$ cat src/sv/kcif_pkg.sv
package kcif_pkg;

    // Statement kinds.
    localparam logic [1:0] FUNC_CONST = 2'd0;
    localparam logic [1:0] FUNC_BINOP = 2'd1;

    // Binary operation kinds.
    localparam logic [3:0] OP_SUB    = 4'd0;
    localparam logic [3:0] OP_XOR    = 4'd1;
    localparam logic [3:0] OP_MUL    = 4'd2;
    localparam logic [3:0] OP_AND    = 4'd3;
    localparam logic [3:0] OP_OR     = 4'd4;
    localparam logic [3:0] OP_UMULHI = 4'd5;
    localparam logic [3:0] OP_SMULHI = 4'd6;
    localparam logic [3:0] OP_UDIV   = 4'd7;
    localparam logic [3:0] OP_SDIV   = 4'd8;
    localparam logic [3:0] OP_UMOD   = 4'd9;
    localparam logic [3:0] OP_SMOD   = 4'd10;

    // Operand sizes.
    localparam logic [1:0] SIZE_8  = 2'd0;
    localparam logic [1:0] SIZE_16 = 2'd1;
    localparam logic [1:0] SIZE_32 = 2'd2;

    localparam int REF_W   = 10;
    localparam int VALUE_W = 64;
    // Table word: known flag on top of the value.
    localparam int ENTRY_W = VALUE_W + 1;

    // Queue between the front and back parts.
    localparam int QDEPTH = 4;
    localparam int Q_AW   = 2;
    localparam int Q_CW   = 3;

    typedef struct packed {
        logic [1:0]         func;
        logic               has_result;
        logic [REF_W-1:0]   result_ref;
        logic [REF_W-1:0]   left_ref;
        logic [REF_W-1:0]   right_ref;
        logic [3:0]         op_kind;
        logic [1:0]         op_size;
        logic [VALUE_W-1:0] literal_value;
    } kcif_stmt_t;

    typedef struct packed {
        logic               rewritten;
        logic [VALUE_W-1:0] folded_value;
        logic [1:0]         folded_size;
    } kcif_result_t;

    typedef enum logic [1:0] {
        FOLD_NONE,
        FOLD_ZERO,
        FOLD_ONES
    } kcif_fold_t;

    typedef struct packed {
        kcif_fold_t fold;
        logic [1:0] size;
    } kcif_fold_req_t;

    function automatic logic [VALUE_W-1:0] kcif_size_mask(input logic [1:0] size);
        logic [VALUE_W-1:0] mask;
        unique case (size)
            SIZE_8:  mask = 64'h0000_0000_0000_00FF;
            SIZE_16: mask = 64'h0000_0000_0000_FFFF;
            SIZE_32: mask = 64'h0000_0000_FFFF_FFFF;
            default: mask = 64'hFFFF_FFFF_FFFF_FFFF;
        endcase
        return mask;
    endfunction

endpackage

$ cat src/sv/kcif_back.sv
module kcif_back (
    input  logic                     clk,
    input  logic                     rst_n,
    input  logic                     req_valid,
    output logic                     req_ready,
    input  kcif_pkg::kcif_fold_req_t req,
    output logic                     result_valid,
    input  logic                     result_ready,
    output kcif_pkg::kcif_result_t   result
);
    import kcif_pkg::*;

    logic         out_valid_reg;
    kcif_result_t result_reg, result_next;

    assign req_ready = !out_valid_reg || result_ready;

    always_comb
    begin
        unique case (req.fold)
            FOLD_ONES:
            begin
                result_next.rewritten    = 1'b1;
                result_next.folded_value = kcif_size_mask(req.size);
                result_next.folded_size  = req.size;
            end
            FOLD_ZERO:
            begin
                result_next.rewritten    = 1'b1;
                result_next.folded_value = '0;
                result_next.folded_size  = req.size;
            end
            default:
            begin
                result_next.rewritten    = 1'b0;
                result_next.folded_value = '0;
                result_next.folded_size  = '0;
            end
        endcase
    end

    always_ff @(posedge clk or negedge rst_n)
    begin
        if (!rst_n)
        begin
            out_valid_reg <= 1'b0;
        end
        else if (req_ready)
        begin
            out_valid_reg <= req_valid;
        end
    end

    always_ff @(posedge clk)
    begin
        if (req_ready && req_valid)
        begin
            result_reg <= result_next;
        end
    end

    assign result_valid = out_valid_reg;
    assign result       = result_reg;

endmodule

$ cat config.mk
export PLATFORM = sky130hd
export DESIGN_NAME = kcif_back
export DESIGN_NICKNAME = d
export VERILOG_FILES = /design/src/sv/kcif_pkg.sv /design/src/sv/kcif_back.sv
export SDC_FILE = /design/constraint.sdc
export NUM_CORES = 1
export LEC_CHECK = 0
export BUFFER_PORTS_ARGS = -buffer_cell sky130_fd_sc_hd__buf_2
export CAP_MARGIN = 10
export CORE_ASPECT_RATIO = 0.7
export CORE_MARGIN = 2
export CORE_UTILIZATION = 30
export CTS_CLUSTER_DIAMETER = 150
export DETAILED_ROUTE_END_ITERATION = 12
export GPL_ROUTABILITY_DRIVEN = 0
export PLACE_DENSITY_LB_ADDON = 0.12
export SLEW_MARGIN = 20
export SYNTH_ARGS = -nofsm -noshare
export SYNTH_HDL_FRONTEND = slang
export SYNTH_SLANG_ARGS = --single-unit
$ cat constraint.sdc
create_clock -name clk -period 2.93 [get_ports clk]
set_clock_uncertainty 0.15 [all_clocks]
set_input_delay 0.586 -clock clk [delete_from_list [all_inputs] [get_ports clk]]
set_output_delay 0.586 -clock clk [all_outputs]
set_load 0.02 [all_outputs]
* Yosys cells after proc, flatten, opt, wreduce, memory -nomap -nowiden
Index checks and enable logic that the tools add are counted.
** Cells by class
- Multiplexer cells :: 2
- Equal/unequal tests :: 4
- Reduce and logical (&&, ||, !) cells :: 4
** Operators with widths (number)
- $pmux W64 S3 :: 1
- $pmux W67 S2 :: 1
- $eq A2 B1 Y1 const B :: 2
- $eq A2 B2 Y1 const B :: 2
- $logic_not A2 Y1 :: 1
- $logic_and A1 B1 Y1 :: 1
- $logic_not A1 Y1 :: 1
- $logic_or A1 B1 Y1 :: 1
** Storage, ports and cells
- Bits of input ports :: 8
- Register bits after elaboration :: 68
- Logic and storage cells :: 14
- Output and inout bits :: 69

* Logic depth before layout (Yosys ltp)
Gate-level depths: netlist of run 1.
- Depth in word-level cells :: 3
- Depth in mapped cells :: 4
- Gate-level depth less buffers :: 4

* Worst setup path after synthesis of run 1
Ideal clock, no wire load.
- Kind :: register to output
- From :: reg result[64] (netlist name)
- To :: out result[35] (netlist bit)
- Arrival :: 1.165 ns
- Path slack :: 1.029 ns
- Cell stages (with the launch flop) :: 2
- Cell sequence :: edfxtp_1 buf_4
** RTL lines
- to (decl) :: RTL line kcif_back.sv:9 : output kcif_pkg::kcif_result_t result

==> out/qor.csv, run 1 <==
stage,metric,value,unit
status,outcome,finished clean,
pwr,Worst VDD drop,173,µV
sta,Final Cycle Share,0.672,
clock_tree,worst skew pair latency,0.22,ns
sta,clock period minus final worst setup slack,1.97,ns
pwr,Leak Pwr,0.503,nW
worst_setup_path,Reg2Reg Depth,2,
synthesis,Post-synth EDFFs,7,
drt,Initial DRC Count,2,
placed_design,HPWL Detailed,952,µm
layout,n_diodes,0,
layout,number of fill cells,272,
layout,max FFs per register,7,
clock_tree,# H-tree levels,1,
global_routing,initial antenna violation count,0,
synthesis,Synth Cell Area,797,µm²
global_routing,total track usage,0.0613,
sta,worst-margin pin slew,0.612,ns
die,# IOs,77,
drt,Post-Route WL,1.11,mm
worst_setup_path,worst stage delay on the critical path,0.73,ns
worst_setup_path,CP required,2.19,ns
layout,register area,235,µm²
min_path,HP Class,flop to flop,
sta,fin. max-slew vios,0,
synthesis,Synth area leaders,"buf_4 57%, edfxtp_1 26%, ha_1 4.7%",
sta,Setup WS post-layout,0.960,ns
worst_setup_path,Crit path max-delay family,flip-flops,
sta,final setup violation count,0,
clock_tree,CTS buffer count,3,
drt,Via density,3.48,
min_path,hold path cells,2,
synthesis,Yosys top cell area share,0.565,
pwr,Total Power,403,µW
drt,router iterations before antenna repair,2,
worst_setup_path,"reg-to-reg slack, setup",1.66,ns
synthesis,Seq cells post-synth,8,
synthesis,Async SR Flop Fraction,0.125,
synthesis,Synth area leader,buf_4,
clock_tree,CTS sink cnt,8,
layout,"Non-Filler Cell Area, Final",825,µm²
sta,Peak Freq,508,MHz
synthesis,Mapped Avg Cell Area,9.60,µm²
clock_tree,TritonCTS clock tree,built,
layout,share of layout cells above drive strength 1,0.760,
placed_design,I/O Buffers,76,
drt,DR vias,480,
die,die area,3090,µm²
worst_setup_path,CP max FO,32,
global_routing,vias in the first global route,289,
worst_setup_path,Critical path origin,result[64],
global_routing,first-pass GRT wire length,1.29,mm
die,initial core utilization,0.319,
worst_setup_path,arrival time worst endpoint,1.23,ns
pwr,Power Dens Cells,489,nW/µm²
global_routing,largest net degree at the start of global routing,33,
clock_tree,Root Buffer,clkbuf_8,
synthesis,Ys Warns,0,
min_path,hold path start,result_valid,
sta,Sum Neg Setup Slack,0,ns
placed_design,dpl cells,133,
clock_tree,CTS Buffer Depth,2,
die,Die Width,65.6,µm
placed_design,Setup WS pre-CTS,1.13,ns
synthesis,top-count cell post-synth,buf_4,
layout,layout net count,116,
synthesis,syn_nets,94,
die,Std-Cell Rows,15,
layout,P&R area growth vs syn,3.45,%
drt,wire per inst,8.01,µm
sta,Rel. slew slack,0.592,
synthesis,Yosys cell types,11,
min_path,WHS Endpoint,result_valid,
layout,final non-filler cell total,138,
drt,DR DRC count,0,
worst_setup_path,crit start category,flop,
worst_setup_path,Worst Path Buf+Inv,1,
worst_setup_path,kind of critical path,flop to primary output,
clock_tree,Resize count post-CTS,0,
worst_setup_path,slowest cell on the critical path,edfxtp_1,
global_routing,gr ovfl total,0,
placed_design,dpl cell area,769,µm²
worst_setup_path,CP Capture Type,primary output,
synthesis,"Primary FF master, synth",edfxtp_1,
sta,RSZ-0062 raised after global routing,false,
run,MaxCap Viol Count,0,
die,die height,47.1,µm
worst_setup_path,crit path cell chain,buf_2,
sta,Final Hold Fails,0,
worst_setup_path,FF-to-FF End,result[64],
layout,final core occ,0.330,
synthesis,register area share after synthesis,0.295,
synthesis,most frequent cells after synthesis,"60 x buf_4, 7 x edfxtp_1, 3 x ha_1, 3 x inv_1",
worst_setup_path,Worst R2R Start,result_valid,
clock_tree,clock-pin slew on the worst setup and hold paths,0.04,ns
sta,Hold WS,0.377,ns
synthesis,post-synthesis instance total,83,
die,core area,2500,µm²
drt,DRT antenna net count,0,
layout,multi-input logic area,100,µm²
[logic make-up (layout without fill, tap and decap cells)]
| group | Yosys count | in the layout | synth area share |
|---|---|---|---|
| AOI/OAI and AO/OA | 1 | 1 | 0.0126 |
| adders and majority gates | 3 | 3 | 0.0471 |
| buffers and inverters | 63 | 84 | 0.579 |
| DFF | 8 | 8 | 0.295 |
| and+or+nand+nor | 8 | 8 | 0.0659 |
[how the worst max path moves through the flow]
stage                  to  slack [ns]  depth (start not counted)
3_3_place_gp   result[64]        1.15                          5
4_1_cts        result[48]        0.91                          1
6_report       result[59]        0.96                          1
2_1_floorplan  result[35]        1.03                          1
5_1_grt        result[56]        0.77                          1
3_5_place_dp   result[64]        1.13                          5
[area by class of cell]
class                      instances  area share
tap                               34      0.0516
timing repair buffer              77       0.473
clock buffer                       4      0.0546
inverter                           3      0.0137
multi-input combinational         12       0.121
sequential                         8       0.285
[metal layers]
layer	track usage	up-vias	wire [µm]
li1	-	242	-
met1	0.0762	204	438
met2	0.0878	32	544
met3	0.00719	2	102
met4	0.0750	0	19
met5	0	-	0
[power breakdown]
group / switching (mW) / internal, mW / total (mW)
clock network: 0.0417 / 0.0941 / 0.136
registers: 0.00824 / 0.133 / 0.141
logic: 0.0860 / 0.0400 / 0.126
[tightest hold or removal path, cell delays in order, from the launching register on]
cell	delay [ns]
dfrtp_1	0.33
nand2b_1	0.08
nand2b_1	0.08
[placed cells by master, fill, tap and decap left out]
cell	instances
nor3b_1	2
ha_1	3
edfxtp_1	7
nand2b_1	2
and2_1	2
clkbuf_8	3
o211a_1	1
and3b_1	1
dlygate4sd3_1	1
dfrtp_1	1
buf_2	76
inv_1	3
clkbuf_1	1
nor2_1	1
[what timing repair did]
item	4_1_cts	5_1_grt
hold buffers	1	0
buffers inserted	0	0
endpoints found under the hold margin	1	0
Note: power is estimated with default switching activity, not from simulation.
==> inputs of run 2 (changes only) <==
ABC_AREA = 1   (was default)
clock period = 1.8 ns   (was 2.93 ns; I/O delays follow)
==> run 2 against run 1 <==
Effect of this change:
- global-route usage fell by 0.32 points
- sequential share of layout area is 0.55 points lower
- largest cell class unchanged
- critical path type unchanged
- non-clock buffer count is 2 higher
==> out/qor.csv, run 2 <==
stage,metric,value,unit
sta,Final Hold Fails,0,
synthesis,Mapped Avg Cell Area,8.87,µm²
run,MaxCap Viol Count,0,
clock_tree,Resize count post-CTS,0,
worst_setup_path,Worst Path Buf+Inv,1,
pwr,Flop pwr share,0.342,
worst_setup_path,Crit path max-delay family,flip-flops,
min_path,HP Class,primary input to flop,
sta,Rel. slew slack,0.787,
drt,Initial DRC Count,1,
clock_tree,# H-tree levels,1,
sta,final setup violation count,0,
die,# IOs,77,
sta,worst-margin pin slew,0.320,ns
die,core area,2500,µm²
placed_design,dpl cell area,786,µm²
global_routing,gr busiest metal,met2,
synthesis,top-count cell post-synth,buf_4,
layout,number of fill cells,251,
layout,P&R area growth vs syn,5.33,%
sta,Hold WS,0.190,ns
synthesis,Ys Warns,0,
clock_tree,CTS buffer count,3,
synthesis,"Primary FF master, synth",edfxtp_1,
worst_setup_path,CP Capture Type,primary output,
clock_tree,CTS sink cnt,8,
clock_tree,worst skew pair latency,0.22,ns
worst_setup_path,CP max FO,16,
global_routing,first-pass GRT wire length,1.22,mm
layout,n_diodes,0,
worst_setup_path,crit start category,flop,
placed_design,Setup WS pre-CTS,0.421,ns
synthesis,syn_nets,101,
status,outcome,finished clean,
synthesis,most frequent cells after synthesis,"60 x buf_4, 7 x edfxtp_1, 7 x nor2_1",
worst_setup_path,FF-to-FF End,result[64],
clock_tree,TritonCTS clock tree,built,
layout,layout net count,125,
synthesis,Post-synth EDFFs,7,
pwr,Leak Pwr,0.516,nW
min_path,hold path start,req_valid,
sta,Final Cycle Share,0.828,
worst_setup_path,CP required,1.29,ns
drt,Post-Route WL,1.10,mm
pwr,Cell Int Power,436,µW
worst_setup_path,arrival time worst endpoint,0.98,ns
global_routing,Global Route met2 Usage,0.0828,
min_path,WHS Endpoint,result_valid,
worst_setup_path,Reg2Reg Depth,2,
die,Die Width,65.7,µm
pwr,clock share of power,0.330,
worst_setup_path,crit path cell chain,buf_2,
placed_design,I/O Buffers,76,
pwr,Sw Pwr,222,µW
sta,RSZ-0062 raised after global routing,false,
worst_setup_path,kind of critical path,flop to primary output,
die,die area,3100,µm²
layout,max FFs per register,7,
global_routing,GR Util met1,0.0677,
drt,wire per inst,7.46,µm
worst_setup_path,worst stage delay on the critical path,0.52,ns
sta,fin. max-slew vios,0,
synthesis,register area share after synthesis,0.295,
synthesis,Synth area leader,buf_4,
pwr,sw frac,0.337,
placed_design,dpl cells,142,
synthesis,Synth Cell Area,798,µm²
sta,Setup WS post-layout,0.309,ns
global_routing,GR Util met3,0.0336,
die,initial core utilization,0.320,
worst_setup_path,Worst R2R Start,result_valid,
placed_design,HPWL Detailed,942,µm
drt,router iterations before antenna repair,2,
pwr,Total Power,658,µW
synthesis,Yosys cell types,10,
global_routing,total track usage,0.0581,
synthesis,Seq cells post-synth,8,
global_routing,largest net degree at the start of global routing,33,
synthesis,post-synthesis instance total,90,
synthesis,Yosys top cell area share,0.564,
drt,DRT antenna net count,0,
synthesis,Async SR Flop Fraction,0.125,
global_routing,vias in the first global route,274,
layout,most frequent cells in the layout,"76 x buf_2, 7 x nor2_1, 7 x edfxtp_1, 5 x nand2_1, 4 x inv_1",
layout,"Non-Filler Cell Area, Final",841,µm²
sta,Sum Neg Setup Slack,0,ns
pwr,Worst VDD drop,227,µV
layout,final non-filler cell total,147,
clock_tree,clock-pin slew on the worst setup and hold paths,0.04,ns
clock_tree,Root Buffer,clkbuf_8,
worst_setup_path,slowest cell on the critical path,edfxtp_1,
sta,Peak Freq,671,MHz
layout,"commonest non-fill, non-tap cell in the layout",buf_2,
global_routing,gr ovfl total,0,
layout,final core occ,0.337,
sta,clock period minus final worst setup slack,1.49,ns
die,die height,47.2,µm
drt,DR DRC count,0,
drt,DR vias,486,
drt,Via density,3.31,
layout,share of layout cells above drive strength 1,0.735,
min_path,hold path cells,3,
synthesis,Synth area leaders,"buf_4 56%, edfxtp_1 26%, ha_1 4.7%",
clock_tree,CTS Buffer Depth,2,
pwr,Comb pwr share,0.328,
pwr,Power Dens Cells,783,nW/µm²
global_routing,initial antenna violation count,0,
die,Std-Cell Rows,15,
worst_setup_path,"reg-to-reg slack, setup",0.65,ns
==> run 2: cell families (layout without fill, tap and decap cells) <==
logic type | after synthesis | after routing | synth area share
buffers and inverters | 65 | 88 | 0.588
and+or+nand+nor | 13 | 13 | 0.0643
adders and majority gates | 3 | 3 | 0.0470
AOI/OAI and AO/OA | 1 | 1 | 0.00626
DFF | 8 | 8 | 0.295
==> run 2: what timing repair did <==
item                                   CTS  global route
setup buffers                            0             0
endpoints found under the hold margin    1             0
hold buffers                             1             0
==> run 2: metal layers <==
| metal | part of all wire | wire, µm |
|---|---|---|
| met2 | 0.44 | 486 |
| met3 | 0.14 | 154 |
| met1 | 0.41 | 455 |
| met4 | 0 | 0 |
| met5 | 0 | 0 |
==> run 2: cell type report <==
cell class                      count  area, µm²  area share
Timing Repair Buffer               79        405       0.482
Clock buffer                        4       45.0      0.0536
Multi-Input combinational cell     17       93.8       0.112
Tap cell                           34       42.5      0.0506
Sequential cell                     8        235       0.280
Inverter                            5       18.8      0.0223
==> run 2: power by group through the flow <==
stage / sequential, mW / clock (mW) / combinational (mW)
after global placement: 0.228 / 0 / 0.219
after floorplan: 0.249 / 0 / 0.200
after detailed placement: 0.228 / 0 / 0.218
final: 0.225 / 0.217 / 0.216
after CTS: 0.225 / 0.227 / 0.220
after global routing: 0.228 / 0.242 / 0.233
==> run 2: how the worst max path moves through the flow <==
stage	start	end	slack [ns]	cells past startpoint
finish	result[33]	result[27]	0.31	1
global route	result[33]	result[30]	0.20	1
CTS	result[33]	result[27]	0.28	1
detailed placement	req[2]	result[64]	0.42	6
global placement	req[2]	result[1]	0.43	6
floorplan	result[64]	result[35]	0.12	1
==> inputs of run 3 (changes only) <==
clock period = 1.35 ns   (was 1.8 ns; I/O delays follow)
==> run 3 against run 2 <==
Effect of this change:
- the run now ends with setup timing left
- wire length grew 9.8%
- combinational power grew 44%
- utilization grew 2.2 points
- critical endpoint is now result[64]
==> out/qor.csv, run 3 (synthesis gave the netlist of run 2 again) <==
stage,metric,value,unit
placed_design,dpl cell area,790,µm²
worst_setup_path,FF-to-FF End,result[33],
layout,layout net count,126,
worst_setup_path,Worst Path Buf+Inv,2,
run,MaxCap Viol Count,0,
worst_setup_path,arrival time worst endpoint,0.95,ns
worst_setup_path,worst stage delay on the critical path,0.39,ns
drt,DRT antenna net count,0,
sta,Rel. slew slack,0.826,
layout,number of fill cells,253,
drt,wire per inst,8.14,µm
layout,share of layout cells above drive strength 1,0.746,
drt,Initial DRC Count,12,
layout,"commonest non-fill, non-tap cell in the layout",buf_2,
pwr,Flop pwr share,0.330,
min_path,hold path start,req_valid,
layout,n_diodes,0,
worst_setup_path,crit start category,flop,
clock_tree,CTS buffer count,3,
worst_setup_path,kind of critical path,flop to primary output,
clock_tree,TritonCTS clock tree,built,
sta,RSZ-0062 raised after global routing,true,
min_path,HP Class,primary input to flop,
worst_setup_path,"reg-to-reg slack, setup",0.20,ns
worst_setup_path,CP Capture Type,primary output,
drt,DR DRC count,0,
sta,clock period minus final worst setup slack,1.37,ns
die,Die Width,65.7,µm
drt,Via density,3.40,
layout,P&R area growth vs syn,12.1,%
sta,Sum Neg Setup Slack,-0.563,ns
die,initial core utilization,0.320,
placed_design,I/O Buffers,76,
die,Std-Cell Rows,15,
layout,final core occ,0.358,
sta,Final Cycle Share,1.01,
min_path,hold path cells,3,
pwr,clock share of power,0.329,
worst_setup_path,CP required,0.93,ns
layout,most frequent cells in the layout,"70 x buf_2, 7 x nor2_1, 7 x edfxtp_1, 5 x nand2_1, 5 x buf_4",
sta,fin. max-slew vios,0,
drt,router iterations before antenna repair,4,
clock_tree,worst skew pair latency,0.23,ns
die,die height,47.2,µm
pwr,Power Dens Cells,1010,nW/µm²
global_routing,initial antenna violation count,0,
global_routing,largest net degree at the start of global routing,33,
sta,Setup WS post-layout,-0.0155,ns
worst_setup_path,Worst R2R Start,result_valid,
pwr,Cell Int Power,598,µW
clock_tree,CTS Buffer Depth,2,
die,# IOs,77,
pwr,Leak Pwr,0.535,nW
sta,Peak Freq,732,MHz
clock_tree,CTS sink cnt,8,
global_routing,first-pass GRT wire length,1.33,mm
pwr,Sw Pwr,309,µW
pwr,Comb pwr share,0.342,
die,core area,2500,µm²
global_routing,vias in the first global route,301,
sta,Hold WS,0.118,ns
sta,worst-margin pin slew,0.262,ns
status,failing checks,setup timing,
clock_tree,Root Buffer,clkbuf_8,
pwr,Worst VDD drop,386,µV
drt,Post-Route WL,1.20,mm
min_path,WHS Endpoint,result_valid,
die,die area,3100,µm²
drt,DR vias,503,
clock_tree,clock-pin slew on the worst setup and hold paths,0.04,ns
layout,"Non-Filler Cell Area, Final",895,µm²
sta,Final Hold Fails,0,
worst_setup_path,CP max FO,32,
worst_setup_path,crit path cell chain,"buf_8, buf_2",
worst_setup_path,Reg2Reg Depth,2,
global_routing,total track usage,0.0613,
clock_tree,# H-tree levels,1,
status,outcome,"complete, but fails checks",
pwr,sw frac,0.341,
layout,max FFs per register,7,
worst_setup_path,Crit path max-delay family,flip-flops,
worst_setup_path,slowest cell on the critical path,edfxtp_1,
global_routing,gr ovfl total,0,
sta,final setup violation count,54,
## run 3: through the flow
stage	setup WS, ns	total power [mW]	instances
final	-0.0155	0.908	148
after global placement	0.0798	0.597	142
after global routing	-0.0656	0.960	148
after detailed placement	0.0743	0.596	142
after CTS	-0.0185	0.914	148
after floorplan	-0.235	0.599	90
## run 3: how the worst max path moves through the flow
| stage | startpoint | end | slack, ns | cells past startpoint |
|---|---|---|---|---|
| floorplan | result[64] | result[35] | -0.24 | 1 |
| global placement | req[2] | result[1] | 0.08 | 6 |
| detailed placement | req[2] | result[0] | 0.07 | 6 |
| CTS | result[33] | result[29] | -0.02 | 2 |
| global route | result[17] | result[10] | -0.07 | 1 |
| finish | result[64] | result[64] | -0.02 | 2 |
## run 3: worst register-to-register path: stages (launching register included)
cell and delay, ns:
dfrtp_1 0.40, a21oi_2 0.14, buf_4 0.17
## run 3: what timing repair did
action | CTS | global route
gates cloned | 0 | 0
setup buffers | 1 | 0
resized for setup | 1 | 9
hold endpoints to repair | 1 | 0
endpoints found under the setup margin | 48 | 57
hold buffers | 1 | 0
pin swaps | 0 | 0
## run 3: power by group through the flow
stage	combinational [mW]	clock (mW)	sequential [mW]
finish	0.310	0.298	0.299
global route	0.334	0.324	0.302
CTS	0.304	0.311	0.299
detailed placement	0.290	0	0.306
global placement	0.292	0	0.305
floorplan	0.267	0	0.332
## run 3: routing by layer
layer	vias to the layer above	track usage	wire length [µm]
li1	262	-	-
met1	203	0.0809	472
met2	36	0.0869	595
met3	2	0.00719	124
met4	0	0.0625	12
met5	-	0	0
## run 3: cell type report
type	instances	area, µm²	area share
multi-input combinational	17	97.6	0.109
sequential	8	235	0.263
clock buffer	4	45.0	0.0503
timing repair buffer	80	455	0.509
inverter	5	18.8	0.0210
tap	34	42.5	0.0476
