===== src/sv/kcif_pkg.sv =====
package kcif_pkg;

    // Statement kinds.
    localparam logic [1:0] FUNC_CONST = 2'd0;
    localparam logic [1:0] FUNC_BINOP = 2'd1;

    // Binary operation kinds.
    localparam logic [3:0] OP_SUB    = 4'd0;
    localparam logic [3:0] OP_XOR    = 4'd1;
    localparam logic [3:0] OP_MUL    = 4'd2;
    localparam logic [3:0] OP_AND    = 4'd3;
    localparam logic [3:0] OP_OR     = 4'd4;
    localparam logic [3:0] OP_UMULHI = 4'd5;
    localparam logic [3:0] OP_SMULHI = 4'd6;
    localparam logic [3:0] OP_UDIV   = 4'd7;
    localparam logic [3:0] OP_SDIV   = 4'd8;
    localparam logic [3:0] OP_UMOD   = 4'd9;
    localparam logic [3:0] OP_SMOD   = 4'd10;

    // Operand sizes.
    localparam logic [1:0] SIZE_8  = 2'd0;
    localparam logic [1:0] SIZE_16 = 2'd1;
    localparam logic [1:0] SIZE_32 = 2'd2;

    localparam int REF_W   = 10;
    localparam int VALUE_W = 64;
    // Table word: known flag on top of the value.
    localparam int ENTRY_W = VALUE_W + 1;

    // Queue between the front and back parts.
    localparam int QDEPTH = 4;
    localparam int Q_AW   = 2;
    localparam int Q_CW   = 3;

    typedef struct packed {
        logic [1:0]         func;
        logic               has_result;
        logic [REF_W-1:0]   result_ref;
        logic [REF_W-1:0]   left_ref;
        logic [REF_W-1:0]   right_ref;
        logic [3:0]         op_kind;
        logic [1:0]         op_size;
        logic [VALUE_W-1:0] literal_value;
    } kcif_stmt_t;

    typedef struct packed {
        logic               rewritten;
        logic [VALUE_W-1:0] folded_value;
        logic [1:0]         folded_size;
    } kcif_result_t;

    typedef enum logic [1:0] {
        FOLD_NONE,
        FOLD_ZERO,
        FOLD_ONES
    } kcif_fold_t;

    typedef struct packed {
        kcif_fold_t fold;
        logic [1:0] size;
    } kcif_fold_req_t;

    function automatic logic [VALUE_W-1:0] kcif_size_mask(input logic [1:0] size);
        logic [VALUE_W-1:0] mask;
        unique case (size)
            SIZE_8:  mask = 64'h0000_0000_0000_00FF;
            SIZE_16: mask = 64'h0000_0000_0000_FFFF;
            SIZE_32: mask = 64'h0000_0000_FFFF_FFFF;
            default: mask = 64'hFFFF_FFFF_FFFF_FFFF;
        endcase
        return mask;
    endfunction

endpackage


===== src/sv/kcif_queue.sv =====
module kcif_queue (
    input  logic                      clk,
    input  logic                      rst_n,
    input  logic                      push_valid,
    input  kcif_pkg::kcif_fold_req_t  push_req,
    output logic                      pop_valid,
    input  logic                      pop_ready,
    output kcif_pkg::kcif_fold_req_t  pop_req,
    output logic [kcif_pkg::Q_CW-1:0] count
);
    import kcif_pkg::*;

    kcif_fold_req_t   slots_reg [QDEPTH];
    logic [Q_AW-1:0]  wptr_reg, wptr_next;
    logic [Q_AW-1:0]  rptr_reg, rptr_next;
    logic [Q_CW-1:0]  count_reg, count_next;
    logic             pop;

    assign pop_valid = count_reg != '0;
    assign pop       = pop_valid && pop_ready;
    assign pop_req   = slots_reg[rptr_reg];
    assign count     = count_reg;

    always_comb
    begin
        wptr_next  = push_valid ? wptr_reg + Q_AW'(1) : wptr_reg;
        rptr_next  = pop ? rptr_reg + Q_AW'(1) : rptr_reg;
        count_next = count_reg + Q_CW'(push_valid) - Q_CW'(pop);
    end

    always_ff @(posedge clk or negedge rst_n)
    begin
        if (!rst_n)
        begin
            wptr_reg  <= '0;
            rptr_reg  <= '0;
            count_reg <= '0;
        end
        else
        begin
            wptr_reg  <= wptr_next;
            rptr_reg  <= rptr_next;
            count_reg <= count_next;
        end
    end

    always_ff @(posedge clk)
    begin
        if (push_valid)
        begin
            slots_reg[wptr_reg] <= push_req;
        end
    end

endmodule


===== config.mk =====
export PLATFORM = sky130hd
export DESIGN_NAME = kcif_queue
export DESIGN_NICKNAME = d
export VERILOG_FILES = /design/src/sv/kcif_pkg.sv /design/src/sv/kcif_queue.sv
export SDC_FILE = /design/constraint.sdc
export NUM_CORES = 1
export LEC_CHECK = 0
export BUFFER_PORTS_ARGS = -buffer_cell sky130_fd_sc_hd__buf_4
export CAP_MARGIN = 5
export CELL_PAD_IN_SITES_DETAIL_PLACEMENT = 0
export CELL_PAD_IN_SITES_GLOBAL_PLACEMENT = 1
export CORE_UTILIZATION = 45
export CTS_CLUSTER_DIAMETER = 100
export CTS_CLUSTER_SIZE = 24
export DETAILED_ROUTE_END_ITERATION = 10
export HOLD_SLACK_MARGIN = 0.12
export PLACE_DENSITY_LB_ADDON = 0.2
export SYNTH_ARGS = -nofsm -noshare
export SYNTH_HDL_FRONTEND = slang
export SYNTH_SLANG_ARGS = --single-unit

===== constraint.sdc =====
create_clock -name clk -period 2.4 [get_ports clk]
set_clock_uncertainty 0.05 [all_clocks]
set_input_delay 0 -clock clk [delete_from_list [all_inputs] [get_ports clk]]
set_output_delay 0 -clock clk [all_outputs]
set_load 0.02 [all_outputs]

### After elaboration in Yosys (flattened, before gate mapping)

Memories as Yosys holds them, arrays and structs flattened.
Index checks and enable logic that the tools add are counted.

| word-level totals | value |
|---|---|
| register bits after elaboration | 7 |
| bits in latches | 0 |
| bits in writable memories | 16 |
| ROM bits | 0 |
| input bits | 8 |
| logic and storage cells | 12 |
| memories kept | 1 |

| cells by class | value |
|---|---|
| $add $sub $neg | 4 |
| $mul | 0 |
| div/mod/pow operators | 0 |
| $lt $le $gt $ge | 0 |
| equal/unequal tests | 0 |
| shift-type cells | 0 |
| muxes and demuxes | 2 |
| bitwise logic cells | 0 |
| reduce and logical (&&, ||, !) cells | 2 |

Memory list:

| name | depth | bits a word | read ports | clocked after memory_dff | write ports | line | text |
|---|---|---|---|---|---|---|---|
| slots_reg | 4 | 4 | 1 | 0 | 1 | kcif_queue.sv:13 | `kcif_fold_req_t slots_reg [QDEPTH];` |

Operators with widths:

| operator | count |
|---|---|
| adder 2 x 1 -> 2 bit, second input constant | 2 |
| adder 3 x 1 -> 3 bit | 1 |
| nonzero test 3 bit | 1 |
| subtractor 3 x 1 -> 3 bit | 1 |
| two-way mux 1 bit | 2 |
| logical AND 1 bit | 1 |

### Logic depth before layout (Yosys ltp)

Gate-level depths: netlist (run 1).

| depth | value |
|---|---|
| word-level depth | 3 |
| depth in mapped cells | 7 |
| mapped depth without buffers | 7 |

### Worst setup path before layout (run 1)

No wires, ideal clock.

| path | value |
|---|---|
| kind | register to register |
| start | register count_reg[1], in the netlist count[1] |
| end | register count_reg[2], in the netlist count[2] |
| arrival time | 1.914 ns |
| data required time | 2.227 ns |
| path slack | 0.313 ns |
| stages on the path, launching flop included | 8 |
| path buffers | 0 |
| clock period less this slack | 2.087 ns |
| cell sequence | dfrtp_1 > o31a_1 > ha_1 > inv_1 > ha_1 > fa_1 > xnor2_1 > xnor2_1 |

| on the way | value |
|---|---|
| cells in the longest elaborated chain, start to end | 3 |
| elaborated cells on any way between the ends | 4 |

RTL lines:

| what | line | text |
|---|---|---|
| start, declared | kcif_queue.sv:16 | `logic [Q_CW-1:0] count_reg, count_next;` |
| start signal, assigned | kcif_queue.sv:43 | `count_reg <= count_next;` |
| nonzero test 3 bit | kcif_queue.sv:19 | `assign pop_valid = count_reg != '0;` |
| logical AND 1 bit | kcif_queue.sv:20 | `assign pop = pop_valid && pop_ready;` |
| via pop | kcif_queue.sv:17 | `logic pop;` |
| subtractor 3 x 1 -> 3 bit | kcif_queue.sv:28 | `count_next = count_reg + Q_CW'(push_valid) - Q_CW'(pop);` |
| via count_next[2] | kcif_queue.sv:16 |  |

The timed path passes the listed nets, and every way through them passes these cells.
A chain may end at the register's enable or synchronous reset.

### Worst setup path after layout (run 1)

Ends and elaborated chain as after synthesis.

==> results by stage, run 1 <==
Timing:
- In the post-route analysis, the smallest setup slack over all paths is 0.336 ns.
- The max-slew violation count came to 0.
- Setup violations remaining at the end of the flow were counted as 0.
- The total count of hold-check failures in the final report is 0.
- The ratio of final minimum period to clock period is 86.0%.
- The clock period minus final worst setup slack is 2.06 ns.
- Setup repair after global routing left no endpoint under its margin.
- The worst max-slew margin expressed relative to the limit is 77.2%.
- The setup total negative slack is 0 ns.
- Timing would allow up to 0.485 GHz.
- For the pin with the worst max-slew slack, the measured transition is 0.343 ns.

Clocking:
- Counting every sink on the clock net gives 23.
- After clock tree synthesis, the clock-pin slew on the worst setup and hold paths is 0.12 ns.
- The buffer levels on the longest clock path is 2.
- Once the clock tree was built, the setup fixing pass inserted 0 buffers.
- The number of H-tree branching levels is 1.
- The number of buffers created by CTS is 3.
- Clock tree synthesis selected as its root buffer the cell sky130_fd_sc_hd__clkbuf_4.
- The count of cells resized by post-cts repair is 0.
- The number of hold buffers added after cts is 8.
- The clock tree from TritonCTS is yes.
- For the worst-skew pair, the clock arrives at the later sink with an insertion delay of 0.30 ns.

Synth:
- The largest area contributor in the synthesized netlist is sky130_fd_sc_hd__edfxtp_1.
- In this run, synthesis inferred 16 flip-flops with an integrated enable.
- In the post-synthesis netlist, the cell with the most instances is sky130_fd_sc_hd__edfxtp_1.
- The primary flip-flop cell chosen by synthesis mapping is sky130_fd_sc_hd__edfxtp_1.
- The share of synthesized area in the top cell type comes to 49.2%.
- In the post-synthesis netlist, the biggest area contributors are sky130_fd_sc_hd__edfxtp_1 (49%), sky130_fd_sc_hd__dfrtp_1 (18%), sky130_fd_sc_hd__mux4_2 (9.2%).
- The sequential element share of the synthesized area is 67.2%.
- The average instance in the mapped netlist occupies 17.7 um^2.
- The instance count of the mapped netlist is 55.
- The number of warnings printed during yosys synthesis is 0.
- The number of flip-flops and latches in the synthesized netlist is 23.
- The async set-or-reset flop fraction in the synthesized netlist is 30.4%.
- The number of nets handed over by synthesis was 70.
- The number of different library cells in the post-synthesis netlist is 15.
- The synthesized cell area is 976 um^2.
- By count the netlist is led by sky130_fd_sc_hd__edfxtp_1 (16), sky130_fd_sc_hd__dfrtp_1 (7), sky130_fd_sc_hd__ha_1 (6), sky130_fd_sc_hd__inv_1 (6).

Routing:
- The first detailed-routing pass ran for 4 iterations.
- Using the TritonRoute via totals, the vias-per-cell ratio works out to 4.76.
- After the first detailed-routing iteration, the DRC count stood at 9.
- The via count is 514.
- The final routed wirelength across all metal layers is 1.41 mm.
- The remaining antenna violation count after routing is 0.
- After detailed routing, the average wire length per cell comes to 13.1 um.
- The DRC violations left is 0.

Place:
- Detailed placement finished with a half-perimeter wire length of 1.01 mm.
- The number of input and output port buffers inserted is 15.
- The number of placed instances with taps included is 96.
- Routability-driven placement finished with a final weighted congestion of 0.732.
- Timing analysis after detailed placement gives a worst setup slack of 0.361 ns.

Critical path:
- The worst setup path is captured at a register.
- The setup path with the least slack is of type register to register.
- The worst endpoint data arrival time is 2.25 ns.
- Data on the critical path is required at its endpoint by 2.58 ns.
- The highest net fanout along the worst path is 5.
- The worst register-to-register path has a setup slack of 0.34 ns.
- STA classifies the critical path startpoint as a register.

Die:
- The die outline area is 2360 um^2.
- For this configuration, the core starts out at a cell density of 48.8%.
- The placeable core area is 2000 um^2.
- The width of the die is 48.6 um.
- In this run the core area contains 16 standard-cell rows.
- In this run the count of I/O pins placed on the die edge is 16.
- Measured along the y axis, the die boundary spans 48.6 um.

Layout:
- In the final layout, the share of cells above drive strength 1 is 27.2%.
- The register with the most flip-flops in the layout has 16 of them.
- The antenna cell count is 0.
- The non-filler instance count after layout is 108.
- The final net count is 97.
- The area overhead of the layout relative to synthesis is 24.7%.

GRT:
- The largest net degree at the start of global routing is 13.
- The number of global-route vias before repair is 497.
- The first global-routing pass estimated 2.33 mm of wire.
- The total overflow left after global routing is 0.
- The global-route usage over all layers is 13.8%.
- The initial antenna violation count is 0.

Run status:
- The flow ran to the end, and the final reports show no timing, DRC or antenna violations.

Job:
- Across the run, the number of max-cap violations was 0.

Pwr:
- In this run the static leakage power is 0.000492 uW.
- The highest ir drop seen on vdd is 0.620 mV.
- The power density relative to cell area is 1130 nW/um^2.

Worst hold path:
- The worst hold-check path type is input pin to register.
-- stage by stage --
stage                     hold slack (ns)  utilization [%]  cell area, um^2  power (uW)
after global routing                0.400             60.8             1220        1470
after floorplan                    -0.346                -              976        1030
after CTS                           0.378             60.8             1220        1390
after detailed placement           -0.230             55.5             1110        1210
final                               0.392             60.8             1220        1370
after global placement             -0.232             55.5             1110        1210
-- power breakdown --
group	switching [uW]	leakage, uW	total, uW	internal (uW)
Combinational	265	0.000248	548	284
Sequential	107	0.000229	653	546
Clock	106	0.0000150	171	64.6
-- cell families after synthesis --
family                     count (synthesis)  synth area share (%)
DFF                                       23                  67.2
adders and majority gates                  7                  9.74
and+or+nand+nor                            6                  3.59
muxes                                      4                  9.23
buffers and inverters                      7                  3.46
xor gates and xnor gates                   5                  4.49
AOI/OAI and AO/OA                          3                  2.31
-- path summary, 6_finish.rpt --
| check | from | depth (start not counted) | to |
|---|---|---|---|
| worst max-delay path | count[1]$_DFF_PN0_ | 7 | count[2]$_DFF_PN0_ |
| worst min-delay path | push_req[0] | 2 | slots_reg[2][0]$_DFFE_PP_ |
| worst max register to register | count[1]$_DFF_PN0_ | 7 | count[2]$_DFF_PN0_ |
| worst min register to register | wptr_reg[0]$_DFFE_PN0P_ | 1 | wptr_reg[0]$_DFFE_PN0P_ |
| max in group asynchronous | rst_n | 3 | wptr_reg[1]$_DFFE_PN0P_ |
| min in group asynchronous | rst_n | 3 | rptr_reg[1]$_DFFE_PN0P_ |
-- worst max-delay path: stages, from the launching register on --
cell	delay, ns
sky130_fd_sc_hd__dfrtp_1	0.44
sky130_fd_sc_hd__o31a_1	0.34
sky130_fd_sc_hd__ha_1	0.28
sky130_fd_sc_hd__inv_1	0.04
sky130_fd_sc_hd__ha_1	0.17
sky130_fd_sc_hd__fa_1	0.37
sky130_fd_sc_hd__xnor2_1	0.18
sky130_fd_sc_hd__xnor2_1	0.13
-- area by class of cell --
class	count	area, um^2
fill	168	785
sequential	23	656
multi-input combinational	25	287
timing repair buffer	23	193
tap	27	33.8
clock buffer	4	26.3
inverter	6	22.5
-- placed cells by master, fill, tap and decap left out --
| master | instances |
|---|---|
| sky130_fd_sc_hd__and2_1 | 4 |
| sky130_fd_sc_hd__buf_4 | 15 |
| sky130_fd_sc_hd__clkbuf_1 | 1 |
| sky130_fd_sc_hd__clkbuf_4 | 3 |
| sky130_fd_sc_hd__dfrtp_1 | 7 |
| sky130_fd_sc_hd__dlygate4sd3_1 | 8 |
| sky130_fd_sc_hd__edfxtp_1 | 16 |
| sky130_fd_sc_hd__fa_1 | 1 |
| sky130_fd_sc_hd__ha_1 | 6 |
| sky130_fd_sc_hd__inv_1 | 6 |
| sky130_fd_sc_hd__mux4_2 | 4 |
| sky130_fd_sc_hd__nand2_1 | 1 |
| sky130_fd_sc_hd__o21ai_0 | 1 |
| sky130_fd_sc_hd__o311ai_1 | 1 |
| sky130_fd_sc_hd__o31a_1 | 1 |
| sky130_fd_sc_hd__or3_1 | 1 |
| sky130_fd_sc_hd__xnor2_1 | 3 |
| sky130_fd_sc_hd__xor2_1 | 2 |
-- layer usage --
layer	GRT usage [%]	vias up	part of all wire, %
li1	-	253	-
met4	7.35	0	1.6
met1	18.3	252	48
met2	21.6	7	47
met5	0	-	0
met3	2.83	2	2.8
Note: power is estimated with default switching activity, not from simulation.
==> run 2, diff against run 1 <==
--- a/config.mk
+++ b/config.mk
@@ -15,6 +15,7 @@
 export DETAILED_ROUTE_END_ITERATION = 10
 export HOLD_SLACK_MARGIN = 0.12
 export PLACE_DENSITY_LB_ADDON = 0.2
+export RECOVER_POWER = 100
 export SYNTH_ARGS = -nofsm -noshare
 export SYNTH_HDL_FRONTEND = slang
 export SYNTH_SLANG_ARGS = --single-unit
==> results by stage, run 2 (same netlist as run 1, synthesis figures left out) <==
Critical path:
- The endpoint class of the critical path is a register.
- The highest net fanout along the worst path is 5 (unchanged).
- The worst endpoint data arrival time came to 2.24 ns (about the same).
- The launching element type of the critical path is a register.
- The kind of critical path is register to register.
- The critical path data required time was 2.58 ns (about the same).

Layout:
- In the layout the commonest cells are sky130_fd_sc_hd__edfxtp_1 (16), sky130_fd_sc_hd__clkbuf_1 (13), sky130_fd_sc_hd__dlygate4sd3_1 (8).
- The library cell used most frequently in the layout, excluding fill and tap cells, is sky130_fd_sc_hd__edfxtp_1.
- Relative to the synthesized area, the layout overhead comes to 20.1%.
- The multi-input logic area is 287 um^2 (unchanged).
- The antenna cell count came to 0 (unchanged).
- The non-filler instance count after layout is 108 (unchanged).
- The fraction of final layout cells sized beyond drive strength 1 came to 12.3% (-15 points).
- The area taken by flip-flops and latches came to 656 um^2 (unchanged).
- The final net count is 97 (unchanged).
- The summed area of non-filler cells in the final layout is 1170 um^2 (-3.7%).
- The number of flip-flops under the largest register name came to 16 (unchanged).
- The filler cell count is 184 (+9.5%).

Routing:
- The routed length per instance was 13.1 um (+0.71%).
- The remaining antenna violation count after routing is 0 (unchanged).
- The DRC violations left was 0 (unchanged).
- The vias per cell is 4.75 (-0.19%).
- The via count is 513 (-0.19%).
- The number of DRC violations after detailed-routing iteration 0 came to 10 (+1).
- The first-pass iteration count of the detailed router is 4 (unchanged).
- The final routed wirelength across all metal layers came to 1.42 mm (+0.71%).

Die:
- The number of top-level design ports was 16 (unchanged).
- The die height is 48.6 um (unchanged).
- The placeable core area is 2000 um^2 (unchanged).
- The number of standard-cell rows in the floorplan was 16 (unchanged).
- The starting utilization of the core area was 48.8% (unchanged).
- The width of the die came to 48.6 um (unchanged).
- The die outline area is 2360 um^2 (unchanged).

Timing:
- Setup repair after global routing left no endpoint under its margin.
- The final count of negative-setup-slack endpoints is 0 (unchanged).
- The max-slew violation count is 0 (unchanged).
- The post-route worst setup slack was 0.342 ns (+0.00582 ns).
- The worst max-slew margin expressed relative to the limit is 73.6% (-3.5 points).
- The ratio of final minimum period to clock period is 85.8% (-0.24 points).
- The total count of hold-check failures in the final report is 0 (unchanged).
- The setup total negative slack is 0 ns (unchanged).
- The actual slew at the worst max-slew pin is 0.390 ns (+0.0478 ns).
- The maximum clock rate came to 0.486 GHz (+0.28%).
- The worst hold margin is 0.409 ns (+0.0162 ns).
- The clock period minus final worst setup slack is 2.06 ns (-0.00582 ns).

Clocking:
- The clock transition at the register clock pins on the worst setup and hold paths after CTS is 0.12 ns (about the same).
- The clock tree from TritonCTS is yes.
- The count of clock tree sinks was 23 (unchanged).
- The number of H-tree branching levels came to 1 (unchanged).
- The cell at the root of the clock tree is sky130_fd_sc_hd__clkbuf_4.
- The number of buffers created by CTS is 3 (unchanged).
- The clock insertion delay at the later pin of the skew report was 0.30 ns (about the same).
- The buffer levels on the longest clock path was 2 (unchanged).
- The count of cells resized by post-cts repair was 0 (unchanged).

Place:
- The standard cell area after detailed placement is 1110 um^2 (unchanged).
- The HPWL after detailed placement came to 1.01 mm (unchanged).
- The number of input and output port buffers inserted came to 15 (unchanged).
- The number of placed instances with taps included came to 96 (unchanged).
- The final RePlAce weighted congestion came to 0.732 (unchanged).
- The worst slack at placement is 0.361 ns (unchanged).

Pwr:
- The standby leakage power came to 0.000444 uW (-9.6%).
- The power density relative to cell area is 1110 nW/um^2 (-1.6%).
- The highest ir drop seen on vdd is 0.606 mV (-2.2%).

GRT:
- The initial antenna violation count is 0 (unchanged).
- The global-route wire length before repair is 2.33 mm (unchanged).
- The largest net degree at the start of global routing came to 13 (unchanged).
- The global-route usage over all layers is 13.8% (unchanged).
- The number of global-route vias before repair is 497 (unchanged).
- The total congestion overflow is 0 (unchanged).

Run status:
- The flow ran to the end, and the final reports show no timing, DRC or antenna violations.

Worst hold path:
- In this run the worst hold path is classified as input pin to register.

Job:
- The count of max-cap constraint violations is 0 (unchanged).
## run 2: timing repair
item,CTS,global route
buffers inserted,0,0
hold buffers,8,0
endpoints found under the hold margin,29,0
## run 2: final timing paths
path                                      endpoint                     from  cells past startpoint  slack [ns]
setup / recovery                count[2]$_DFF_PN0_       count[1]$_DFF_PN0_                      7        0.34
hold / removal             wptr_reg[0]$_DFFE_PN0P_               push_valid                      3        0.41
setup reg to reg                count[2]$_DFF_PN0_       count[1]$_DFF_PN0_                      7        0.34
hold reg to reg            wptr_reg[0]$_DFFE_PN0P_  wptr_reg[0]$_DFFE_PN0P_                      1        0.50
max in group asynchronous  wptr_reg[1]$_DFFE_PN0P_                    rst_n                      3        1.44
min in group asynchronous  rptr_reg[1]$_DFFE_PN0P_                    rst_n                      3        0.62
## run 2: layer usage
| metal | vias to the layer above | wire length, um | GRT usage (%) |
|---|---|---|---|
| met5 | - | 0 | 0 |
| met2 | 7 | 677 | 21.6 |
| met1 | 250 | 682 | 18.3 |
| met3 | 2 | 36 | 2.83 |
| li1 | 254 | - | - |
| met4 | 0 | 23 | 7.35 |
## run 2: where the power goes
| group | switching (uW) | internal, uW | leakage [uW] | total (uW) |
|---|---|---|---|---|
| clock network | 105 | 64.6 | 0.0000150 | 170 |
| logic | 265 | 216 | 0.000200 | 481 |
| registers | 104 | 546 | 0.000229 | 650 |
| total | 474 | 826 | 0.000444 | 1300 |
## run 2: final cells by class
class	instances	area share, %
inverter	6	1.92
clock buffer	4	2.24
sequential	23	55.9
multi-input combinational	25	24.4
timing repair buffer	23	12.6
tap	27	2.88
## run 2: stage by stage
step	util, %	total power (uW)
after floorplan	-	1030
after global placement	55.5	1210
after detailed placement	55.5	1210
after CTS	60.8	1390
after global routing	58.6	1400
final	58.6	1300
## run 2: worst max-delay path: stages, from the launching register on
cell                      delay [ns]
sky130_fd_sc_hd__dfrtp_1        0.43
sky130_fd_sc_hd__o31a_1         0.34
sky130_fd_sc_hd__ha_1           0.28
sky130_fd_sc_hd__inv_1          0.04
sky130_fd_sc_hd__ha_1           0.17
sky130_fd_sc_hd__fa_1           0.37
sky130_fd_sc_hd__xnor2_1        0.18
sky130_fd_sc_hd__xnor2_1        0.13
==> run 3, diff against run 2 <==
--- a/config.mk
+++ b/config.mk
@@ -16,6 +16,7 @@
 export HOLD_SLACK_MARGIN = 0.12
 export PLACE_DENSITY_LB_ADDON = 0.2
 export RECOVER_POWER = 100
+export REMOVE_ABC_BUFFERS = 1
 export SYNTH_ARGS = -nofsm -noshare
 export SYNTH_HDL_FRONTEND = slang
 export SYNTH_SLANG_ARGS = --single-unit
==> results by stage, run 3 (same netlist as run 1, synthesis figures left out) <==
Run status:
- The flow ran to the end, and the final reports show no timing, DRC or antenna violations.

Place:
- The number of input and output port buffers inserted is 15 (unchanged).
- The worst slack at placement is 0.354 ns (-0.00698 ns).
- The final RePlAce weighted congestion came to 0.737 (+0.63%).
- The number of placed instances with taps included came to 96 (unchanged).
- The standard cell area after detailed placement is 1110 um^2 (unchanged).
- The HPWL after detailed placement is 1.01 mm (+0.34%).

Critical path:
- Traced cell by cell, the critical path runs through o31a_1, ha_1, inv_1, ha_1, fa_1, xnor2_1, xnor2_1.
- The number of buffer and inverter stages on the critical path is 1 (unchanged).
- The worst endpoint data arrival time was 2.25 ns (about the same).
- The kind of critical path is register to register.
- Among all stages on the critical path, the largest delay is contributed by sky130_fd_sc_hd__dfrtp_1.
- The kind of cell with the highest combined delay on the critical path is adder cells.
- The endpoint class of the critical path is a register.
- The critical path data required time is 2.58 ns (about the same).
- The largest stage delay on the critical path is 0.44 ns (about the same).
- The highest net fanout along the worst path is 5 (unchanged).
- The launching element type of the critical path is a register.

Layout:
- The commonest non-fill, non-tap cell in the layout is sky130_fd_sc_hd__edfxtp_1.
- The filler cell count is 176 (-4.3%).
- The area overhead of the layout relative to synthesis is 20.1% (unchanged).
- The final net count is 97 (unchanged).
- The summed area of non-filler cells in the final layout is 1170 um^2 (unchanged).
- The number of flip-flops under the largest register name was 16 (unchanged).
- The non-filler instance count after layout is 108 (unchanged).
- The fraction of final layout cells sized beyond drive strength 1 was 12.3% (unchanged).
- In the layout the commonest cells are sky130_fd_sc_hd__edfxtp_1 (16), sky130_fd_sc_hd__clkbuf_1 (13), sky130_fd_sc_hd__dlygate4sd3_1 (8).
- The antenna cell count is 0 (unchanged).

Pwr:
- The overall power after layout was 1300 uW (+0.27%).
- The power density relative to cell area is 1110 nW/um^2 (+0.27%).
- The standby leakage power is 0.000444 uW (unchanged).
- The highest ir drop seen on vdd is 0.452 mV (-25%).

Clocking:
- The clock transition at the register clock pins on the worst setup and hold paths after CTS is 0.12 ns (about the same).
- The number of setup buffers added after CTS is 0 (unchanged).
- The number of H-tree branching levels is 1 (unchanged).
- The buffer levels on the longest clock path is 2 (unchanged).
- The cell at the root of the clock tree is sky130_fd_sc_hd__clkbuf_4.
- The count of clock tree sinks is 23 (unchanged).
- The clock insertion delay at the later pin of the skew report is 0.30 ns (about the same).
- The count of cells resized by post-cts repair is 0 (unchanged).
- The clock tree from TritonCTS is yes.
- The number of buffers created by CTS came to 3 (unchanged).

Die:
- The number of top-level design ports is 16 (unchanged).
- The number of standard-cell rows in the floorplan is 16 (unchanged).
- The die outline area came to 2360 um^2 (unchanged).
- The starting utilization of the core area is 48.8% (unchanged).
- The placeable core area was 2000 um^2 (unchanged).
- The die height came to 48.6 um (unchanged).
- The width of the die is 48.6 um (unchanged).

GRT:
- The global-route usage over all layers is 14.8% (+0.92 points).
- The largest net degree at the start of global routing is 13 (unchanged).
- The total congestion overflow is 0 (unchanged).
- The initial antenna violation count is 0 (unchanged).
- The global-route wire length before repair is 2.46 mm (+5.3%).
- The number of global-route vias before repair is 557 (+12%).

Timing:
- The final count of negative-setup-slack endpoints is 0 (unchanged).
- The max-slew violation count is 0 (unchanged).
- The maximum clock rate came to 0.484 GHz (-0.35%).
- The post-route worst setup slack is 0.335 ns (-0.00730 ns).
- The actual slew at the worst max-slew pin came to 0.383 ns (-0.00735 ns).
- Setup repair after global routing left no endpoint under its margin.
- The clock period minus final worst setup slack came to 2.07 ns (+0.00730 ns).
- The total count of hold-check failures in the final report is 0 (unchanged).
- The ratio of final minimum period to clock period was 86.1% (+0.30 points).
- The worst max-slew margin expressed relative to the limit is 74.1% (+0.50 points).
- The setup total negative slack is 0 ns (unchanged).

Routing:
- The remaining antenna violation count after routing came to 0 (unchanged).
- The final routed wirelength across all metal layers is 1.42 mm (+0.21%).
- The routed length per instance is 13.2 um (+0.21%).
- The vias per cell is 4.77 (+0.39%).
- The number of DRC violations after detailed-routing iteration 0 is 14 (+4).
- The via count was 515 (+0.39%).
- The DRC violations left came to 0 (unchanged).
- The first-pass iteration count of the detailed router is 4 (unchanged).

Job:
- The count of max-cap constraint violations is 0 (unchanged).

Worst hold path:
- The min-delay analysis places its worst path in the category input pin to register.
-- run 3: layer usage --
metal / wire length (um) / part of all wire, % / track usage (%)
met5: 0 / 0 / 0
met3: 53 / 3.7 / 2.83
met1: 662 / 47 / 18.2
met2: 664 / 47 / 23.5
met4: 42 / 3.0 / 10.3
-- run 3: power breakdown --
group	internal, uW	leakage [uW]	switching, uW
Clock	64.8	0.0000150	106
Combinational	216	0.000200	266
Sequential	546	0.000229	105
Total	827	0.000444	477
-- run 3: through the flow --
step | hold slack (ns) | utilization [%]
detailed placement | -0.231 | 55.5
finish | 0.408 | 58.6
global route | 0.416 | 58.6
floorplan | -0.346 | -
CTS | 0.371 | 60.8
global placement | -0.231 | 55.5
-- run 3: final cells by class --
| class | count | area, um^2 | area share [%] |
|---|---|---|---|
| sequential | 23 | 656 | 55.9 |
| clock buffer | 4 | 26.3 | 2.24 |
| timing repair buffer | 23 | 148 | 12.6 |
| tap | 27 | 33.8 | 2.88 |
| inverter | 6 | 22.5 | 1.92 |
| multi-input combinational | 25 | 287 | 24.4 |
-- run 3: worst paths after layout --
kind / startpoint / end / slack [ns] / depth (start not counted)
worst max-delay path: count[1]$_DFF_PN0_ / count[2]$_DFF_PN0_ / 0.33 / 7
worst min-delay path: push_valid / wptr_reg[0]$_DFFE_PN0P_ / 0.41 / 3
worst max register to register: count[1]$_DFF_PN0_ / count[2]$_DFF_PN0_ / 0.33 / 7
worst min register to register: wptr_reg[0]$_DFFE_PN0P_ / wptr_reg[0]$_DFFE_PN0P_ / 0.49 / 1
max in group asynchronous: rst_n / count[2]$_DFF_PN0_ / 1.45 / 3
min in group asynchronous: rst_n / rptr_reg[0]$_DFFE_PN0P_ / 0.61 / 3
-- run 3: worst min-delay path, delay by kind of cell --
family                    cells  cell delay [ns]
buffers and inverters         2             0.67
xor gates and xnor gates      1             0.06
-- run 3: timing repair --
item	4_1_cts	5_1_grt
endpoints found under the setup margin	0	0
hold buffers	8	0
endpoints found under the hold margin	29	0
